$ cat config.mk
export PLATFORM = sky130hd
export DESIGN_NAME = accel_tilt_quaternion
export DESIGN_NICKNAME = d
export VERILOG_FILES = /design/src/rtl/atq_pkg.sv /design/src/rtl/atq_sqrt_cell.sv /design/src/rtl/atq_div_cell.sv /design/src/rtl/accel_tilt_quaternion.sv
export VERILOG_INCLUDE_DIRS = /design/src /design/src/rtl
export SDC_FILE = /design/constraint.sdc
export NUM_CORES = 2
export LEC_CHECK = 0
export BUFFER_PORTS_ARGS = -buffer_cell sky130_fd_sc_hd__buf_2
export CAP_MARGIN = 5
export CORE_ASPECT_RATIO = 2
export CORE_MARGIN = 2
export CORE_UTILIZATION = 45
export CTS_CLUSTER_DIAMETER = 50
export DETAILED_ROUTE_END_ITERATION = 16
export PLACE_DENSITY_LB_ADDON = 0.05
export SLEW_MARGIN = 25
export SYNTH_ARGS = -nofsm -noshare
export SYNTH_HDL_FRONTEND = slang
export SYNTH_SLANG_ARGS = --single-unit
$ cat constraint.sdc
create_clock -name clk -period 43.6 [get_ports clk]
set_clock_uncertainty 0.15 [all_clocks]
set_input_delay 4.36 -clock clk [delete_from_list [all_inputs] [get_ports clk]]
set_output_delay 4.36 -clock clk [all_outputs]
set_load 0.01 [all_outputs]
$ cat src/rtl/assert_macros.svh
// Assertion helpers shared by the RTL.
`ifndef ASSERT_MACROS_SVH
`define ASSERT_MACROS_SVH

// Property that must hold at every clock edge outside reset.
`define ASSERT_ALWAYS(lbl, prop, msg) \
    lbl: assert property (@(posedge clk) disable iff (!rst_n) (prop)) else $error(msg);

// Condition in one cycle implies a consequence in the next.
`define ASSERT_NEXT(lbl, cond, cons, msg) \
    lbl: assert property (@(posedge clk) disable iff (!rst_n) (cond) |=> (cons)) \
        else $error(msg);

`endif

$ cat src/rtl/atq_pkg.sv
// ---------------------------------------------------------------------------
// atq_pkg
// Types, constants and the divider step function of the tilt quaternion pipeline.
// ---------------------------------------------------------------------------
`timescale 1ns / 1ps

package atq_pkg;

    localparam int FRAC_BITS = 14;
    localparam int FIELD_W   = 16;
    localparam int ONE       = 1 << FRAC_BITS;
    localparam int MAG_W     = FRAC_BITS + 1;
    localparam int ROOT_W    = FRAC_BITS + 1;
    localparam int SQ_STEPS  = ROOT_W;
    localparam int RAD_W     = 2 * ROOT_W;
    localparam int REM_W     = ROOT_W + 3;
    localparam int Q_W       = FRAC_BITS + 1;
    localparam int D_W       = ROOT_W + 1;
    localparam int NUM_W     = MAG_W + FRAC_BITS;
    localparam int LAM_MIN   = 11585;

    typedef struct packed {
        logic signed [FIELD_W-1:0] accel_x;
        logic signed [FIELD_W-1:0] accel_y;
        logic signed [FIELD_W-1:0] accel_z;
    } accel_t;

    typedef struct packed {
        logic signed [FIELD_W-1:0] quat_scalar;
        logic signed [FIELD_W-1:0] quat_x;
        logic signed [FIELD_W-1:0] quat_y;
        logic signed [FIELD_W-1:0] quat_z;
    } quat_t;

    typedef struct packed {
        logic             neg_z;
        logic             x_neg;
        logic             y_neg;
        logic [MAG_W-1:0] x_mag;
        logic [MAG_W-1:0] y_mag;
    } side_t;

    typedef struct packed {
        logic              valid;
        logic [RAD_W-1:0]  rad;
        logic [REM_W-1:0]  rem;
        logic [ROOT_W-1:0] root;
        side_t             side;
    } sq_t;

    typedef struct packed {
        logic [NUM_W-1:0] num;
        logic [D_W-1:0]   rmd;
        logic [Q_W-1:0]   quo;
    } lane_t;

    typedef struct packed {
        logic              valid;
        logic [D_W-1:0]    dvs;
        logic [ROOT_W-1:0] lam;
        lane_t             lx;
        lane_t             ly;
        side_t             side;
    } dv_t;

    function automatic lane_t div_step(lane_t a, logic [D_W-1:0] d, logic [Q_W-1:0] bit_sel);
        logic [D_W:0] sh;
        logic [D_W:0] diff;
        lane_t        r;
        r    = a;
        sh   = {a.rmd, |(a.num[Q_W-1:0] & bit_sel)};
        diff = sh - {1'b0, d};
        if (!diff[D_W])
        begin
            r.rmd = diff[D_W-1:0];
            r.quo = {a.quo[Q_W-2:0], 1'b1};
        end
        else
        begin
            r.rmd = sh[D_W-1:0];
            r.quo = {a.quo[Q_W-2:0], 1'b0};
        end
        return r;
    endfunction

endpackage

$ cat src/rtl/atq_sqrt_cell.sv
// ---------------------------------------------------------------------------
// atq_sqrt_cell
// One root bit of the digit-by-digit square root; passes the item on.
// ---------------------------------------------------------------------------
`timescale 1ns / 1ps

module atq_sqrt_cell #(
    parameter int STEP = 0
) (
    input  logic           clk,
    input  logic           rst_n,
    input  logic           adv,
    input  atq_pkg::sq_t   cell_in,
    output atq_pkg::sq_t   cell_out
);

    logic                          valid_reg;
    atq_pkg::sq_t                  data_reg;
    atq_pkg::sq_t                  data_next;
    logic [1:0]                    pair;
    logic [atq_pkg::REM_W-1:0]     rem_sh;
    logic [atq_pkg::REM_W-1:0]     trial;

    always_comb
    begin
        pair      = cell_in.rad[atq_pkg::RAD_W-1-2*STEP -: 2];
        rem_sh    = {cell_in.rem[atq_pkg::REM_W-3:0], pair};
        trial     = {1'b0, cell_in.root, 2'b01};
        data_next = cell_in;
        if (rem_sh >= trial)
        begin
            data_next.rem  = rem_sh - trial;
            data_next.root = {cell_in.root[atq_pkg::ROOT_W-2:0], 1'b1};
        end
        else
        begin
            data_next.rem  = rem_sh;
            data_next.root = {cell_in.root[atq_pkg::ROOT_W-2:0], 1'b0};
        end
    end

    always_ff @(posedge clk or negedge rst_n)
    begin
        if (!rst_n)
            valid_reg <= 1'b0;
        else if (adv)
            valid_reg <= cell_in.valid;
    end

    always_ff @(posedge clk)
    begin
        if (adv)
            data_reg <= data_next;
    end

    always_comb
    begin
        cell_out       = data_reg;
        cell_out.valid = valid_reg;
    end

endmodule

$ cat src/rtl/atq_div_cell.sv
// ---------------------------------------------------------------------------
// atq_div_cell
// One quotient bit of both restoring dividers; passes the item on.
// ---------------------------------------------------------------------------
`timescale 1ns / 1ps

module atq_div_cell #(
    parameter int STEP = 0
) (
    input  logic           clk,
    input  logic           rst_n,
    input  logic           adv,
    input  atq_pkg::dv_t   cell_in,
    output atq_pkg::dv_t   cell_out
);

    localparam logic [atq_pkg::Q_W-1:0] BIT_SEL =
        atq_pkg::Q_W'(1) << (atq_pkg::Q_W - 1 - STEP);

    logic          valid_reg;
    atq_pkg::dv_t  data_reg;
    atq_pkg::dv_t  data_next;

    always_comb
    begin
        data_next    = cell_in;
        data_next.lx = atq_pkg::div_step(cell_in.lx, cell_in.dvs, BIT_SEL);
        data_next.ly = atq_pkg::div_step(cell_in.ly, cell_in.dvs, BIT_SEL);
    end

    always_ff @(posedge clk or negedge rst_n)
    begin
        if (!rst_n)
            valid_reg <= 1'b0;
        else if (adv)
            valid_reg <= cell_in.valid;
    end

    always_ff @(posedge clk)
    begin
        if (adv)
            data_reg <= data_next;
    end

    always_comb
    begin
        cell_out       = data_reg;
        cell_out.valid = valid_reg;
    end

endmodule

$ cat src/rtl/accel_tilt_quaternion.sv
// Path from accepted item to result: 15 root cells, 15 divider cells, one output
// register; the root rounding sits in front of the first divider cell.
// Throughput: one item per cycle; the whole cell chain advances together and
// holds while a result waits at the output.
// Reset: rst_n clears every stage valid bit; data registers are not reset.
// ---------------------------------------------------------------------------
// accel_tilt_quaternion
// Tilt quaternion from a normalised accelerometer sample, chain of cells.
// ---------------------------------------------------------------------------
`timescale 1ns / 1ps
`include "assert_macros.svh"

module accel_tilt_quaternion (
    input  logic              clk,
    input  logic              rst_n,
    input  logic              in_valid,
    output logic              in_ready,
    input  atq_pkg::accel_t   in_item,
    output logic              out_valid,
    input  logic              out_ready,
    output atq_pkg::quat_t    out_item
);

    localparam int FW = atq_pkg::FIELD_W;
    localparam logic signed [FW-1:0] ONE_S = FW'(atq_pkg::ONE);

    logic                        adv;
    logic                        out_valid_reg;
    atq_pkg::quat_t              out_reg;
    atq_pkg::quat_t              out_next;
    atq_pkg::sq_t                sq_chain [0:atq_pkg::SQ_STEPS];
    atq_pkg::dv_t                dv_chain [0:atq_pkg::Q_W];
    logic signed [FW-1:0]        cx;
    logic signed [FW-1:0]        cy;
    logic signed [FW-1:0]        cz;
    logic [FW-1:0]               zmag;
    logic [FW-1:0]               rad_base;
    logic [atq_pkg::ROOT_W-1:0]  lam;
    logic signed [FW-1:0]        sx;
    logic signed [FW-1:0]        sy;
    logic signed [FW-1:0]        lam_s;
    logic                        tail_valid;
    logic                        lam_ok;
    logic                        scalar_ok;

    function automatic logic signed [FW-1:0] clamp(logic signed [FW-1:0] v);
        if (v > ONE_S)
            return ONE_S;
        else if (v < -ONE_S)
            return -ONE_S;
        return v;
    endfunction

    assign adv      = !out_valid_reg || out_ready;
    assign in_ready = adv;

    // clamp, split into sign and magnitude, form the root operand
    always_comb
    begin
        cx       = clamp(in_item.accel_x);
        cy       = clamp(in_item.accel_y);
        cz       = clamp(in_item.accel_z);
        zmag     = cz[FW-1] ? -cz : cz;
        rad_base = ONE_S + zmag;
        sq_chain[0].valid      = in_valid;
        sq_chain[0].rad        = atq_pkg::RAD_W'({rad_base, (atq_pkg::FRAC_BITS-1)'(0)});
        sq_chain[0].rem        = '0;
        sq_chain[0].root       = '0;
        sq_chain[0].side.neg_z = cz[FW-1];
        sq_chain[0].side.x_neg = cx[FW-1];
        sq_chain[0].side.y_neg = cy[FW-1];
        sq_chain[0].side.x_mag = atq_pkg::MAG_W'(cx[FW-1] ? -cx : cx);
        sq_chain[0].side.y_mag = atq_pkg::MAG_W'(cy[FW-1] ? -cy : cy);
    end

    for (genvar i = 0; i < atq_pkg::SQ_STEPS; i++)
    begin : g_sqrt
        atq_sqrt_cell #(.STEP(i)) u_cell (
            .clk      (clk),
            .rst_n    (rst_n),
            .adv      (adv),
            .cell_in  (sq_chain[i]),
            .cell_out (sq_chain[i+1])
        );
    end

    // round the root, set up both dividends
    always_comb
    begin
        lam = sq_chain[atq_pkg::SQ_STEPS].root +
              atq_pkg::ROOT_W'(sq_chain[atq_pkg::SQ_STEPS].rem >
                               atq_pkg::REM_W'(sq_chain[atq_pkg::SQ_STEPS].root));
        dv_chain[0].valid  = sq_chain[atq_pkg::SQ_STEPS].valid;
        dv_chain[0].side   = sq_chain[atq_pkg::SQ_STEPS].side;
        dv_chain[0].lam    = lam;
        dv_chain[0].dvs    = {lam, 1'b0};
        dv_chain[0].lx.num = {dv_chain[0].side.x_mag, atq_pkg::FRAC_BITS'(0)}
                             + atq_pkg::NUM_W'(lam);
        dv_chain[0].ly.num = {dv_chain[0].side.y_mag, atq_pkg::FRAC_BITS'(0)}
                             + atq_pkg::NUM_W'(lam);
        dv_chain[0].lx.rmd = atq_pkg::D_W'(dv_chain[0].lx.num[atq_pkg::NUM_W-1:atq_pkg::Q_W]);
        dv_chain[0].ly.rmd = atq_pkg::D_W'(dv_chain[0].ly.num[atq_pkg::NUM_W-1:atq_pkg::Q_W]);
        dv_chain[0].lx.quo = '0;
        dv_chain[0].ly.quo = '0;
    end

    for (genvar i = 0; i < atq_pkg::Q_W; i++)
    begin : g_div
        atq_div_cell #(.STEP(i)) u_cell (
            .clk      (clk),
            .rst_n    (rst_n),
            .adv      (adv),
            .cell_in  (dv_chain[i]),
            .cell_out (dv_chain[i+1])
        );
    end

    // apply signs and pick the branch
    always_comb
    begin
        sx    = dv_chain[atq_pkg::Q_W].side.x_neg ?
                -FW'(dv_chain[atq_pkg::Q_W].lx.quo) : FW'(dv_chain[atq_pkg::Q_W].lx.quo);
        sy    = dv_chain[atq_pkg::Q_W].side.y_neg ?
                -FW'(dv_chain[atq_pkg::Q_W].ly.quo) : FW'(dv_chain[atq_pkg::Q_W].ly.quo);
        lam_s = FW'(dv_chain[atq_pkg::Q_W].lam);
        if (!dv_chain[atq_pkg::Q_W].side.neg_z)
        begin
            out_next.quat_scalar = lam_s;
            out_next.quat_x      = sy;
            out_next.quat_y      = -sx;
            out_next.quat_z      = '0;
        end
        else
        begin
            out_next.quat_scalar = -sy;
            out_next.quat_x      = -lam_s;
            out_next.quat_y      = '0;
            out_next.quat_z      = -sx;
        end
    end

    always_ff @(posedge clk or negedge rst_n)
    begin
        if (!rst_n)
            out_valid_reg <= 1'b0;
        else if (adv)
            out_valid_reg <= dv_chain[atq_pkg::Q_W].valid;
    end

    always_ff @(posedge clk)
    begin
        if (adv)
            out_reg <= out_next;
    end

    assign out_valid = out_valid_reg;
    assign out_item  = out_reg;

    assign tail_valid = dv_chain[atq_pkg::Q_W].valid;
    assign lam_ok     = dv_chain[0].lam >= atq_pkg::ROOT_W'(atq_pkg::LAM_MIN) &&
                        dv_chain[0].lam <= atq_pkg::ROOT_W'(atq_pkg::ONE);
    assign scalar_ok  = out_reg.quat_scalar <= ONE_S && out_reg.quat_scalar >= -ONE_S;

    `ASSERT_NEXT(a_out_load, adv && tail_valid, out_valid_reg, "item lost at output")
    `ASSERT_ALWAYS(a_lam_range, !dv_chain[0].valid || lam_ok, "root out of range")
    `ASSERT_ALWAYS(a_out_range, !out_valid_reg || scalar_ok, "scalar out of range")

endmodule
==> summary.txt <==
Routing
  – Routed vias: 58.0k
  – Via density: 5.50
  – DRC: 0
  – M1 WL: between 60000 and 70000 µm
  – Drt wl/cell: 22.1 µm
  – Uppermost layer routed: met5
  – DRT iter0 DRCs: 3064
  – ANT nets after route: 0
  – DR WL met2: 139000 µm
  – 1st-pass router iterations: 5
  – Final WL: between 200000 and 250000 µm
  – Met3 WL post-DR: 5520 µm

Clock network
  – Longest Clk Path Bufs: 4
  – Root buf cell: clkbuf_16
  – Post-CTS Repair Setup Buffers: 0
  – Clk sinks: 1920
  – Resized Gates After CTS: 0
  – CTS buffer count: 193
  – Clock latency on the worst-skew pair: 0.85 ns
  – Hold-fix buffer count after cts: 0
  – H-tree Lvls: 4
  – Clk slew on worst S/H paths: about 0.06 ns
  – CTS tree: built

Cells and area
  – Commonest non-fill, non-tap cell in the layout: edfxtp_1
  – Fill cell count: 18.6k
  – Most frequent cells in the layout: edfxtp_1, ha_1, inv_1, nor2_1, mux2_2
  – Max reg flops: 932
  – Fraction of layout cells with a size suffix above 1: 12.4%
  – Layout Cell Area excl Fill: 0.107 mm²
  – Area delta synth->final: 10.9%
  – NumNets Final: 8265

STA
  – Setup violators final: 0
  – Slew Viols, Final: 0
  – Minimum clock period after layout: 10.11 ns
  – TNS Setup: 0 ns
  – Max Freq: just under 100 MHz
  – Final period util: ~23%
  – Hold WS: between 0.2 and 0.25 ns
  – Endpoints failing hold: 0
  – Least-Margin Pin Slew: 1.03 ns
  – Slew headroom: a little under a third
  – RSZ-0062 raised after global routing: false

Logic synthesis
  – Synth Instances: 7347
  – Post-synthesis compound-gate area fraction: 10.5%
  – Syn avg cell area: 13.1 µm²
  – Seq cells post-synth: 1920
  – Yosys top cell area share: 58.9%
  – Largest family of logic cells by synthesized area: compound AO/OA/AOI/OAI gates
  – Post-Synth XOR/XNOR Area: under 10%
  – Post-synth cell types: 107
  – Synth Area in Adders: 8.29%
  – Async set-reset flop share out of synthesis: 1.61%
  – Simple-Gate Fraction of Synth Area: approximately 8.2%
  – Mapped Nets: 8016
  – Yosys top cell by area: edfxtp_1
  – Area contributors post-synth: edfxtp_1, ha_1, mux2_2, xnor2_1, inv_1
  – Mapped cell area: 0.0963 mm²
  – Number of synthesis warnings: 0
  – Most common flop cell mapped by yosys: edfxtp_1
  – Number of synthesized flops with an enable pin: about 1.9k
  – Sequential share of the synthesized area: around 60%
  – Mux cell area share after synthesis: between 5 and 6%

Placed design
  – DP Area: 0.100 mm²
  – Buffers added on ports: roughly 120
  – GPL Wtd Cong: 0.904
  – Hpwl dp: 179000 µm

Worst hold path
  – Min-delay worst type: reg2reg
  – HP Start: g_sqrt[14].u_cell.cell_out[32]$_DFFE_PP_
  – Hold Path Depth: 0
  – Worst Hold End: g_div[0].u_cell.cell_out[32]$_DFFE_PP_

Die
  – Die height: around 660 µm
  – Die X-Extent: about 330 µm
  – Starting Density: 45.2%
  – DIE AREA: between 0.2 and 0.25 mm²
  – Ports: roughly 120
  – Core Rows: 240
  – Area of the core: about 0.21 mm²

Worst setup path
  – CP Data Arrival Time: roughly 5.6 ns
  – R2r setup slk: 35.90 ns
  – Reg-to-Reg End: g_div[0].u_cell.cell_out[57]$_DFFE_PP_
  – Crit end category: primary output
  – Reg2Reg Depth: 32
  – Worst-path maximum fanout: 32
  – Critical Path Source Type: input pin
  – Worst Path Required: 39.09 ns
  – Type of the worst setup path: in2out
  – R2r startpoint: g_sqrt[14].u_cell.cell_out[40]$_DFFE_PP_

GRT
  – First-pass GRT wire length: 348000 µm
  – Initial antenna violation count: 4
  – Global-route usage over all layers: 21.3%
  – Vias in the first global route: 60.8k
  – GRT overflow: 0
  – Largest net degree at the start of global routing: 192

Flow run
  – Max cap viols: 0

Status
  – Status: completed
-- layout make-up --
type / count / area, µm² / area share, %
sequential: 1920 / 57500 / 53.8
multi-input combinational: 4728 / 36100 / 33.8
timing repair buffer: 163 / 1040 / 0.974
inverter: 590 / 2220 / 2.08
antenna: 1 / 2.50 / 0.00234
tap: 2783 / 3480 / 3.26
clock inverter: 132 / 1460 / 1.36
clock buffer: 218 / 4970 / 4.65
-- worst max-delay path: stages --
cell and delay (ns):
buf_2 0.10, nor2b_2 0.09, buf_4 0.36, clkinvlp_4 0.42, buf_2 0.26
-- metal layers --
metal / global-route usage, % / vias up
li1: - / 28000
met1: 16.1 / 28200
met4: 18.4 / 2
met2: 44.3 / 1025
met3: 2.33 / 687
met5: 0 / -
-- stage by stage --
stage                     setup slack (ns)  instances  utilization (%)
after floorplan                       9.28       7347                -
after global placement               33.47      10200             47.0
after detailed placement             33.47      10200             47.0
after CTS                            33.46      10500             50.1
after global routing                 33.38      10500             50.1
final                                33.49      10500             50.1
-- kinds of logic (layout without fill, tap and decap cells) --
logic type,count (synthesis),count (layout)
AO/OA/AOI/OAI,1513,1513
multiplexers,499,499
AND/OR/NAND/NOR,1583,1583
adder cells (fa/ha/maj),617,617
flip-flops,1920,1920
buffers and inverters,699,1103
other,1,2
XOR/XNOR,515,515
-- worst max path at each step --
stage / startpoint / to
5_1_grt: out_ready / in_ready
6_report: out_ready / in_ready
2_1_floorplan: out_ready / g_div[0].u_cell.cell_out[108]$_DFFE_PP_
4_1_cts: out_ready / in_ready
3_3_place_gp: out_ready / in_ready
3_5_place_dp: out_ready / in_ready
-- Yosys cell counts (31+ instances only) --
cell type	instances
mux2i_1	116
a211oi_1	31
nor3_1	144
nor4_1	36
nand2_1	346
o211ai_1	40
a21boi_0	33
mux2_2	383
a31oi_1	38
fa_1	35
or2_2	38
ha_1	582
nor2b_1	109
dfrtp_1	31
nand3_1	89
nand2b_1	70
a21o_1	140
nor2_1	447
a21oi_1	337
o21a_1	174
inv_1	578
clkbuf_1	58
o31ai_1	80
o21ai_0	348
and3_1	52
or3_1	58
nand4_1	45
edfxtp_1	1889
o31a_1	40
xor2_1	187
xnor2_1	325
Power is not shown: default switching activity piles up to over one toggle a cycle in this logic, so the estimate is an artifact.
